[src/hw/rtl/atrlc_pkg.sv]
// ----------------------------------------------------------------------------
// atrlc_pkg: shared types and constants of the AT response line classifier
// Keyword texts, line codes and the window match function.
// ----------------------------------------------------------------------------
`default_nettype none

package atrlc_pkg;

    localparam int NKW = 7;
    localparam int WIN = 9;

    typedef logic [7:0]          t_byte;
    typedef logic [WIN-1:0][7:0] t_window;   // index 0 holds the newest byte
    typedef logic [NKW-1:0]      t_kw_set;

    typedef enum logic [3:0] {
        LC_OTHER     = 4'd0,
        LC_BLANK     = 4'd1,
        LC_SEND_OK   = 4'd2,
        LC_OK        = 4'd3,
        LC_SEND_FAIL = 4'd4,
        LC_ERROR     = 4'd5,
        LC_RX        = 4'd6,
        LC_CONNECT   = 4'd7,
        LC_CLOSED    = 4'd8
    } t_line_code;

    // Progress of the search for the first colon of a line
    typedef enum logic [1:0] {
        CP_NONE  = 2'd0,
        CP_COLON = 2'd1,
        CP_ONE   = 2'd2,
        CP_MORE  = 2'd3
    } t_colon;

    localparam t_byte NEWLINE = 8'h0a;
    localparam t_byte COLON   = 8'h3a;

    // Keywords right-aligned to the window, last character at index 0
    localparam t_window KW_TEXT [NKW] = '{
        {16'h0, "SEND OK"},
        {56'h0, "OK"},
        "SEND FAIL",
        {32'h0, "ERROR"},
        {40'h0, "+IPD"},
        {16'h0, "CONNECT"},
        {24'h0, "CLOSED"}
    };

    localparam logic [3:0] KW_LEN [NKW] = '{4'd7, 4'd2, 4'd9, 4'd5, 4'd4, 4'd7, 4'd6};

    localparam t_line_code KW_CODE [NKW] = '{
        LC_SEND_OK, LC_OK, LC_SEND_FAIL, LC_ERROR, LC_RX, LC_CONNECT, LC_CLOSED
    };

    // Flag every keyword that ends at the newest byte of the window
    function automatic t_kw_set window_hits(input t_window win);
        t_kw_set hits;
        hits = '1;
        for (int k = 0; k < NKW; k++) begin
            for (int i = 0; i < WIN; i++) begin
                if ((4'(i) < KW_LEN[k]) && (win[i] != KW_TEXT[k][i])) begin
                    hits[k] = 1'b0;
                end
            end
        end
        return hits;
    endfunction

endpackage

`default_nettype wire

[src/hw/rtl/at_response_line_classifier.sv]
// ----------------------------------------------------------------------------
// at_response_line_classifier: AT modem response line classifier
// Builds lines from received bytes, classifies each line by keyword on the
// newline and tracks the channel and the first data byte of rx lines.
// ----------------------------------------------------------------------------
// Each accepted byte's result is registered in the output register.
// Throughput: one byte per cycle while i_ready takes each result; the line state
// register is updated in a single combinational pass per byte, and the output
// register is refilled in the same cycle that its result is taken.
// Reset: i_rst_n (synchronous, active low) clears the line state, the channel
// and the output valid flag.
`default_nettype none

module at_response_line_classifier
    import atrlc_pkg::*;
#(
    parameter int LINE_LIMIT = 64
) (
    input  wire logic       i_clk,
    input  wire logic       i_rst_n,
    input  wire logic       i_valid,
    output logic            o_ready,
    input  wire logic [7:0] i_rx_byte,
    output logic            o_valid,
    input  wire logic       i_ready,
    output logic            o_line_end,
    output logic [3:0]      o_line_code,
    output logic [7:0]      o_channel,
    output logic            o_payload_valid,
    output logic [7:0]      o_payload
);

    localparam int               POS_W   = $clog2(LINE_LIMIT);
    localparam logic [POS_W-1:0] POS_MAX = POS_W'(LINE_LIMIT - 1);

    // Line state
    t_window          r_win,       n_win;
    logic [POS_W-1:0] r_pos,       n_pos;
    t_kw_set          r_found,     n_found;
    t_kw_set          r_pending,   n_pending;
    logic             r_zero,      n_zero;
    t_byte            r_first,     n_first;
    t_byte            r_sixth,     n_sixth;
    t_colon           r_colon,     n_colon;
    t_byte            r_follower,  n_follower;
    t_byte            r_channel,   n_channel;

    // Result register
    logic             r_out_valid;
    logic             r_line_end,  n_line_end;
    t_line_code       r_code,      n_code;
    logic             r_pvalid,    n_pvalid;
    t_byte            r_payload,   n_payload;

    logic             accept;
    logic             zero_now;
    t_window          shifted;

    assign o_ready  = !r_out_valid || i_ready;
    assign accept   = i_valid && o_ready;
    assign zero_now = r_zero || (i_rx_byte == 8'h00);
    assign shifted  = {r_win[WIN-2:0], i_rx_byte};

    // Handle one byte: close and classify a line, or append to it below the length limit
    always_comb begin
        n_win      = r_win;
        n_pos      = r_pos;
        n_found    = r_found;
        n_pending  = r_pending;
        n_zero     = r_zero;
        n_first    = r_first;
        n_sixth    = r_sixth;
        n_colon    = r_colon;
        n_follower = r_follower;
        n_channel  = r_channel;
        n_line_end = 1'b0;
        n_code     = LC_OTHER;
        n_pvalid   = 1'b0;
        n_payload  = 8'h00;

        if (i_rx_byte == NEWLINE) begin
            n_line_end = 1'b1;
            if (r_pos <= POS_W'(1)) begin
                n_code = LC_BLANK;
            end else begin
                // Lowest keyword index wins
                for (int k = NKW - 1; k >= 0; k--) begin
                    if (r_found[k]) begin
                        n_code = KW_CODE[k];
                    end
                end
                case (n_code)
                    LC_RX: begin
                        if (r_pos == POS_W'(5)) begin
                            n_channel = NEWLINE;
                        end else if (r_pos == POS_W'(6)) begin
                            n_channel = 8'h00;
                        end else begin
                            n_channel = r_sixth;
                        end
                        if (r_colon == CP_ONE) begin
                            n_pvalid = 1'b1;
                        end else if (r_colon == CP_MORE) begin
                            n_pvalid  = 1'b1;
                            n_payload = r_follower;
                        end
                    end
                    LC_CONNECT: n_channel = r_first;
                    LC_CLOSED:  n_channel = 8'h00;
                    default:    n_channel = r_channel;
                endcase
            end
            // Drop the line state
            n_win      = '0;
            n_pos      = '0;
            n_found    = '0;
            n_pending  = '0;
            n_zero     = 1'b0;
            n_first    = 8'h00;
            n_sixth    = 8'h00;
            n_colon    = CP_NONE;
            n_follower = 8'h00;
        end else if (r_pos < POS_MAX) begin
            n_found   = r_found | r_pending;
            n_pending = '0;
            if (r_pos == POS_W'(0)) begin
                n_first = i_rx_byte;
            end
            if (r_pos == POS_W'(5)) begin
                n_sixth = i_rx_byte;
            end
            case (r_colon)
                CP_ONE:   n_colon = CP_MORE;
                CP_COLON: begin
                    n_follower = i_rx_byte;
                    n_colon    = CP_ONE;
                end
                CP_NONE: begin
                    if (!r_zero && (i_rx_byte == COLON)) begin
                        n_colon = CP_COLON;
                    end
                end
                default:  n_colon = r_colon;
            endcase
            n_zero = zero_now;
            if (!zero_now) begin
                n_win     = shifted;
                n_pending = window_hits(shifted);
            end
            n_pos = r_pos + POS_W'(1);
        end
    end

    // Advance the line state on each accepted transaction
    always_ff @(posedge i_clk) begin
        if (!i_rst_n) begin
            r_win      <= '0;
            r_pos      <= '0;
            r_found    <= '0;
            r_pending  <= '0;
            r_zero     <= 1'b0;
            r_first    <= 8'h00;
            r_sixth    <= 8'h00;
            r_colon    <= CP_NONE;
            r_follower <= 8'h00;
            r_channel  <= 8'h00;
        end else if (accept) begin
            r_win      <= n_win;
            r_pos      <= n_pos;
            r_found    <= n_found;
            r_pending  <= n_pending;
            r_zero     <= n_zero;
            r_first    <= n_first;
            r_sixth    <= n_sixth;
            r_colon    <= n_colon;
            r_follower <= n_follower;
            r_channel  <= n_channel;
        end
    end

    // Hold the result until taken
    always_ff @(posedge i_clk) begin
        if (!i_rst_n) begin
            r_out_valid <= 1'b0;
        end else if (accept) begin
            r_out_valid <= 1'b1;
        end else if (i_ready) begin
            r_out_valid <= 1'b0;
        end
    end

    always_ff @(posedge i_clk) begin
        if (accept) begin
            r_line_end <= n_line_end;
            r_code     <= n_code;
            r_pvalid   <= n_pvalid;
            r_payload  <= n_payload;
        end
    end

    assign o_valid         = r_out_valid;
    assign o_line_end      = r_line_end;
    assign o_line_code     = r_code;
    assign o_channel       = r_channel;
    assign o_payload_valid = r_pvalid;
    assign o_payload       = r_payload;

    // Checks
    a_code_only_on_line_end: assert property (@(posedge i_clk) disable iff (!i_rst_n)
        (r_out_valid && !r_line_end) |-> (r_code == LC_OTHER))
        else $error("line code set on a byte that did not end a line");

    a_payload_only_on_rx: assert property (@(posedge i_clk) disable iff (!i_rst_n)
        (r_out_valid && r_pvalid) |-> (r_code == LC_RX))
        else $error("payload delivered on a line that is not an rx line");

    a_position_saturates: assert property (@(posedge i_clk) disable iff (!i_rst_n)
        r_pos <= POS_MAX)
        else $error("line position beyond its limit");

    a_newline_clears_line: assert property (@(posedge i_clk) disable iff (!i_rst_n)
        (accept && (i_rx_byte == NEWLINE)) |=> ((r_pos == '0) && (r_found == '0)))
        else $error("line state not cleared by newline");

endmodule

`default_nettype wire
[config.mk]
export PLATFORM = sky130hd
export DESIGN_NAME = at_response_line_classifier
export DESIGN_NICKNAME = d
export VERILOG_FILES = /design/src/hw/rtl/atrlc_pkg.sv /design/src/hw/rtl/at_response_line_classifier.sv
export SDC_FILE = /design/constraint.sdc
export NUM_CORES = 1
export LEC_CHECK = 0
export BUFFER_PORTS_ARGS = -buffer_cell sky130_fd_sc_hd__buf_4
export CORE_ASPECT_RATIO = 0.5
export CORE_MARGIN = 10
export CORE_UTILIZATION = 60
export CTS_CLUSTER_SIZE = 14
export DETAILED_ROUTE_END_ITERATION = 7
export PLACE_DENSITY = 0.86
export SYNTH_ARGS = -nofsm -noshare
export SYNTH_HDL_FRONTEND = slang
export SYNTH_SLANG_ARGS = --single-unit
[constraint.sdc]
create_clock -name i_clk -period 2.7 [get_ports i_clk]
set_input_delay 0.135 -clock i_clk [delete_from_list [all_inputs] [get_ports i_clk]]
set_output_delay 0.135 -clock i_clk [all_outputs]
set_load 0.03 [all_outputs]
==> impl_metrics.csv <==
group,metric,value,unit
timing,fin_setup_tns,0,ps
clock_network,numCtsBuffers,17,
logic_synthesis,synth_area,5440,um2
floorplan,rows,24,
logic_synthesis,ys_types,58,
logic_synthesis,syn_area_per_cell,9.92,um2
pwr,p_per_area,741,nW/um2
timing,finalWorstSetupSlack,437,ps
flow_run,drv_cap,0,
setup_path,critical_path_peak_fanout,8,
pwr,p_leak,2.34,nW
logic_synthesis,yosys_warnings,0,
cells_and_area,final_nets,598,
logic_synthesis,ys_seq_area_share,51.9,%
floorplan,dieArea,13500,um2
timing,slew_headroom,39.4,%
cells_and_area,drive_gt1_share,15.2,%
worst_hold_path,hold_class,"input port to register",
clock_network,path_clk_slew,60,ps
logic_synthesis,ys_async_sr_fraction,0,%
grt,grt_max_degree,59,
floorplan,start_util,62.0,%
timing,drv_slew,0,
setup_path,reg2reg_slack,440,ps
cells_and_area,final_common_cell,"dfxtp_1",
setup_path,cp.arrival,2550,ps
setup_path,end_kind,"register",
grt,grt_usage,21.3,%
logic_synthesis,synth-edff-count,14,
floorplan,io_pins,36,
setup_path,r2r-end,"o_payload[2]",
clock_network,htree_levels,4,
grt,grt_antenna_before_repair,0,
setup_path,worst_r2r_path_depth,6,
cells_and_area,final_cell_mix,"dfxtp_1 (120), a22o_1 (55), nand2_1 (51)",
cells_and_area,num_antenna_cells,0,
drt,ant_nets,0,
place,dp_hpwl,9310,um
logic_synthesis,synth_nets,565,
floorplan,die_x,155,um
logic_synthesis,synth_seq_cells,134,
timing,rsz0062_at_grt,"false",
setup_path,critPathKind,"register to register",
logic_synthesis,synth_cells,548,
drt,drc,0,
worst_hold_path,min-delay-start,"i_rx_byte[5]",
clock_network,post_cts_buffers,0,
floorplan,die_h,87.3,um
drt,dr.first_iter.drc_count,588,
setup_path,path_cells,"inv_1, ha_1, o21a_1, or4_4, nor3b_4, and2_1",
drt,vias,4612,
timing,tightestPinTransition,907,ps
timing,period_needed,2260,ps
clock_network,cts_root_buffer,"clkbuf_16",
grt,overflow,0,
outcome,status,"complete, no violations",
clock_network,cts_tree,"done",
timing,skew,7.50,ps
timing,setup-violations-final,0,
drt,drt-total-wl,14200,um
worst_hold_path,hold_depth,3,
setup_path,cp_data_required_time,2990,ps
place,preCtsSetupSlack,483,ps
setup_path,max_stage_delay,560,ps
timing,hold_violations,0,
drt,routedWlPerCell,19.9,um
pwr,finalPower,4.74,mW
clock_network,clock_sinks,134,
floorplan,core,8770,um2
cells_and_area,final_util,73.0,%
grt,grt_pass1_vias,4414,
pwr,vdd_drop_max,0.000619,V
grt,grt_pass1_wl,23100,um
timing,fmax,0.442,GHz
logic_synthesis,ys.flop_type,"dfxtp_1",
place,port_buffers,35,
clock_network,clk_latency,420,ps
timing,finalCritPeriodShare,83.8,%
drt,first_pass_iters,7,
worst_hold_path,hold_end,"r_sixth[5]",
clock_network,cts_max_path_buffers,2,
setup_path,slowest_stage,"or4_4",
setup_path,reg2reg_from,"r_pos[1]",
setup_path,crit_path_start_kind,"register",
cells_and_area,syn2layout_area_growth,17.7,%
place,routabilityCongestion,0.958,
drt,via_per_inst,6.49,
Yosys cell counts, types with 4 or more instances:
| cell type | count | share of area, % |
|---|---|---|
| edfxtp_1 | 14 | 7.7 |
| nand2b_1 | 4 | 0.46 |
| clkbuf_1 | 13 | 0.90 |
| inv_1 | 8 | 0.55 |
| nor2b_1 | 19 | 2.2 |
| o21ai_0 | 24 | 2.2 |
| xnor2_1 | 5 | 0.81 |
| nor2_1 | 37 | 2.6 |
| or3_1 | 5 | 0.58 |
| buf_2 | 15 | 1.4 |
| nand2_1 | 51 | 3.5 |
| ha_1 | 5 | 1.2 |
| nor3_1 | 10 | 0.92 |
| nand4_1 | 13 | 1.5 |
| a21oi_1 | 18 | 1.7 |
| nand3_1 | 24 | 2.2 |
| a22o_1 | 55 | 8.9 |
| a31oi_1 | 8 | 0.92 |
| nor4_1 | 12 | 1.4 |
| nand4b_1 | 4 | 0.64 |
| a21o_1 | 5 | 0.69 |
| mux2i_1 | 12 | 2.2 |
| and2_1 | 10 | 1.2 |
| dfxtp_1 | 120 | 44 |
| o22ai_1 | 4 | 0.46 |
worst max-delay path: cells and delay by family (launching register included):
family / cells / cell delay [ps]
compound gates: 1 / 270
simple gates: 3 / 1080
buf+inv: 1 / 120
fa+ha+maj: 1 / 230
flops: 1 / 430
cell type report:
class | instances | area (um2)
timing repair buffer | 43 | 338
fill | 603 | 2370
multi-input combinational | 377 | 2470
inverter | 8 | 30.0
clock buffer | 17 | 425
tap | 117 | 146
sequential | 134 | 2820
clock inverter | 15 | 166
metal layers:
metal,share of wire [%],global-route usage [%],wire length [um]
met1,43,26.8,6040
met2,46,33.5,6470
met3,9.0,6.31,1280
met4,2.8,9.21,390
met5,0,0,0
state kept, by name (all words and copies together), names as in the netlist, 4 cells and up:
name and flops:
r_win 64, o_channel 8, o_payload 8, r_first 8, r_follower 8, r_sixth 8, r_found 7, r_pending 7
r_pos 6, o_line_code 4
cell families (layout without fill, tap and decap cells):
group / count (synthesis) / after routing / share of synthesized area (%)
fa+ha+maj: 5 / 5 / 1.15
simple gates: 219 / 219 / 22.9
flops: 134 / 134 / 51.9
compound gates: 136 / 136 / 18.1
mux: 12 / 12 / 2.21
xor+xnor: 5 / 5 / 0.806
buf+inv: 37 / 83 / 2.90
how the worst max path moves through the flow:
stage / start / to / cells past startpoint
3_3_place_gp: i_rx_byte[4] / o_payload[3] / 6
3_5_place_dp: r_pos[1] / o_payload[2] / 6
2_1_floorplan: o_valid / r_sixth[0] / 8
6_report: r_pos[1] / o_payload[2] / 6
5_1_grt: r_pos[1] / r_win[47] / 7
4_1_cts: r_pos[1] / o_payload[2] / 6
power by group:
group,switching (mW),internal (mW),leakage [nW]
registers,0.0551,2.06,1.11
clock network,0.933,1.38,0.290
logic,0.200,0.108,0.935
total,1.19,3.55,2.34
what timing repair did:
action	CTS	global route
hold buffers	1	0
resized for setup	0	0
hold endpoints to repair	1	0
metrics by stage:
step | cell area, um2 | hold WS, ps | instances
after floorplan | 5440 | 274 | 548
after global placement | 5800 | 423 | 678
after detailed placement | 5800 | 433 | 678
after CTS | 6400 | 48.9 | 711
after global routing | 6400 | 63.0 | 711
final | 6400 | 53.1 | 711
No activity file was read; power rests on OpenSTA's default activity.
